===== config.mk =====
export PLATFORM = sky130hd
export DESIGN_NAME = mrs_ram
export DESIGN_NICKNAME = d
export VERILOG_FILES = /design/src/rtl/core/mrs_ram.sv
export SDC_FILE = /design/constraint.sdc
export NUM_CORES = 2
export LEC_CHECK = 0
export ABC_AREA = 1
export BUFFER_PORTS_ARGS = -buffer_cell sky130_fd_sc_hd__buf_2
export CORE_ASPECT_RATIO = 1.4
export CORE_MARGIN = 8
export CORE_UTILIZATION = 40
export DETAILED_ROUTE_END_ITERATION = 10
export SKIP_CTS_REPAIR_TIMING = 1
export SLEW_MARGIN = 20
export SYNTH_ARGS = -nofsm -noshare
export SYNTH_HDL_FRONTEND = slang
export SYNTH_SLANG_ARGS = --single-unit

===== constraint.sdc =====
create_clock -name i_clk -period 2.1 [get_ports i_clk]
set_input_delay 0.105 -clock i_clk [delete_from_list [all_inputs] [get_ports i_clk]]
set_output_delay 0.105 -clock i_clk [all_outputs]
set_load 0.05 [all_outputs]

===== src/rtl/core/mrs_ram.sv =====
// Single write port, single registered read port byte memory.
module mrs_ram #(
    parameter int DEPTH = 512,
    parameter int WIDTH = 8
) (
    input  logic                     i_clk,
    input  logic                     i_we,
    input  logic [$clog2(DEPTH)-1:0] i_waddr,
    input  logic [WIDTH-1:0]         i_wdata,
    input  logic [$clog2(DEPTH)-1:0] i_raddr,
    output logic [WIDTH-1:0]         o_rdata
);
    logic [WIDTH-1:0] r_mem [DEPTH];

    always_ff @(posedge i_clk) begin
        if (i_we) begin
            r_mem[i_waddr] <= i_wdata;
        end
    end

    always_ff @(posedge i_clk) begin
        o_rdata <= r_mem[i_raddr];
    end
endmodule


==> out/qor.yml <==
total_leakage_power_nw: 70.2
drv_cap: 0
ir_drop_mv: 0.711
fin_crit_ps: 2100
rrSetupSlack_ps: 4
drive_gt1_share_pct: 13.9
grt_antenna_before_repair: 29
netlist_instances: 13891
wl_met2_um: 250000
vias: 112490
synth_area_leader_cell: "edfxtp_1"
rsz0062_at_grt: "false"
drc: 0
grt_pass1_wl_um: 733000
clock_path_buffers: 4
totalWireLength_um: 504000
die_width_um: 562
path_cells: "nand2_1 -> nand3_1 -> nand3_1 -> nand3_1 -> nand3_2 -> nand3_1 -> buf_4 -> nand3_1 -> buf_4 -> nand3_1 -> nand3_1 -> nand2_1"
clkSinkCount: 4104
synth_seq_area_share_pct: 73.9
critPathKind: "reg -> reg"
fmax_mhz: 477
endpoint: "o_rdata[3]"
placeableCoreArea_um2: 415000
syn_area_um2: 167000
gp_congestion: 0.900
ys.flop_type: "edfxtp_1"
r2r_start: "r_mem[201][3]"
postRouteAntennaNets: 0
wl_met3_um: 34800
dieArea_um2: 438000
drtIter0Drc: 12285
r2r-end: "o_rdata[3]"
clkTransAtPathRegs_ps: 70
synthTopCellsByArea: "edfxtp_1, nand3_1, nand2_1"
critical_path.startpoint: "r_mem[201][3]"
ys_seq_elements: 4104
avgSynthCellArea_um2: 12.0
finalNetCount: 14853
synth_edf_count: 4096
rows: 280
dp_cells: 19935
final_util_pct: 47.4
area_growth_pct: 17.9
synthMostInstantiatedCell: "nand2_1"
chipHeight_um: 780
rr_worst_depth: 12
drt_pre_antenna_iters: 7
skew_ps: 33.9
routed.top_layer: "met5"
syn_nets: 13919
wl_per_cell_um: 24.4
hold_path.class: "in -> reg"
hpwl_um: 332000
via_per_inst: 5.45
power_density_nw_per_um2: 879
cts_tree: "built"
slowest_delay_ps: 370
ios: 36
overflow: 0
cp.arrival_ps: 2920
synth_top_area_share_pct: 73.8
synthTopCellsByCount: "nand2_1, edfxtp_1, nand3_1, buf_2, nor2_1"
path_depth: 12
setup_viol: 0
cp_max_fo: 1
endpoint_kind: "flip-flop"
h-tree-depth: 5
wl_met1_um: 191000
crit_path_frequent_cell: "nand3_1"
cp-start-kind: "flip-flop"
yosysWarningCount: 0
numCtsBuffers: 374
grt_pass1_vias: 108861
slew_headroom_pct: 29.1
grt_max_degree: 104
portBuffers: 35
async_reset_ff_share_pct: 0
final-max-slew-violation-count: 0
cts_root_buffer: "clkbuf_16"
worstMarginPinSlew_ps: 1060
period_share_pct: 99.8
critical-path-top-delay-family: "simple AND/OR/NAND/NOR gates"
critPathBufInv: 2
crit_path_top_delay_cell: "edfxtp_1"
grt_use_total_pct: 22.2
start_util_pct: 40.2
synth_cell_type_count: 16
clock_latency_ps: 950
hold_viol_final: 0
layoutNonFillerInstCount: 20633
cp_data_required_time_ps: 2920
outcome: "finished clean"
==> flip-flops by register name, summed over array words and instances (netlist names) <==
name     cells
o_rdata      8
r_mem     4096
==> stage by stage <==
step	setup TNS [ps]	cell area (um2)	hold WS, ps	power (mW)	setup slack, ps
4_1_cts	-1310	196000	-475	174	-276
2_1_floorplan	0	167000	204	97.6	404
3_5_place_dp	-113170	184000	512	104	-900
6_report	0	197000	12.3	173	3.79
5_1_grt	0	197000	14.3	177	0.686
3_3_place_gp	-100410	184000	512	104	-912
==> tightest hold or removal path, stage by stage <==
cell,delay [ps]
buf_2,130
nor3_1,80
nand2_1,120
buf_12,140
nor2_1,160
==> routing by layer <==
metal	GRT usage, %	vias to the layer above
met4	11.1	16
met5	0	-
met3	3.09	1108
met1	27.5	55444
li1	-	51288
met2	38.2	4634
==> logic make-up after synthesis <==
logic type / share of synthesized area, %
and+or+nand+nor: 22.8
DFF: 73.9
buffers and inverters: 3.33
==> worst min path at each step <==
stage	from	endpoint	slack, ps	cells after the start
6_report	i_waddr[6]	r_mem[172][3]	10	5
5_1_grt	i_waddr[0]	r_mem[304][1]	10	6
4_1_cts	i_wdata[7]	r_mem[56][7]	-480	1
3_5_place_dp	i_wdata[5]	r_mem[204][5]	510	1
3_3_place_gp	i_wdata[5]	r_mem[204][5]	510	1
2_1_floorplan	i_wdata[0]	r_mem[0][0]	200	0
==> report_power, final <==
group / internal [mW] / total [mW] / switching, mW
sequential: 90.1 / 90.3 / 0.128
combinational: 3.73 / 12.2 / 8.48
clock: 40.2 / 70.3 / 30.1
total: 134 / 173 / 38.7
==> layout by cell type, fill, tap and decap left out, drive strengths merged <==
master / instances
nand3: 4080
nor2: 514
bufinv: 54
nor3: 11
clkinvlp: 18
clkbuf: 452
dlygate4sd3: 13
dfxtp: 8
buf: 1528
clkinv: 143
diode: 11
edfxtp: 4096
inv: 46
nand2: 4160
==> layout make-up <==
| cell class | instances | area (um2) |
|---|---|---|
| Timing Repair Buffer | 1541 | 15700 |
| Sequential cell | 4104 | 123000 |
| Multi-Input combinational cell | 8765 | 38200 |
| Clock inverter | 222 | 2520 |
| Fill cell | 36492 | 219000 |
| Antenna cell | 11 | 27.5 |
| Clock buffer | 452 | 9880 |
| Inverter | 39 | 203 |
| Tap cell | 5499 | 6880 |
(Power assumes the default switching activity.)
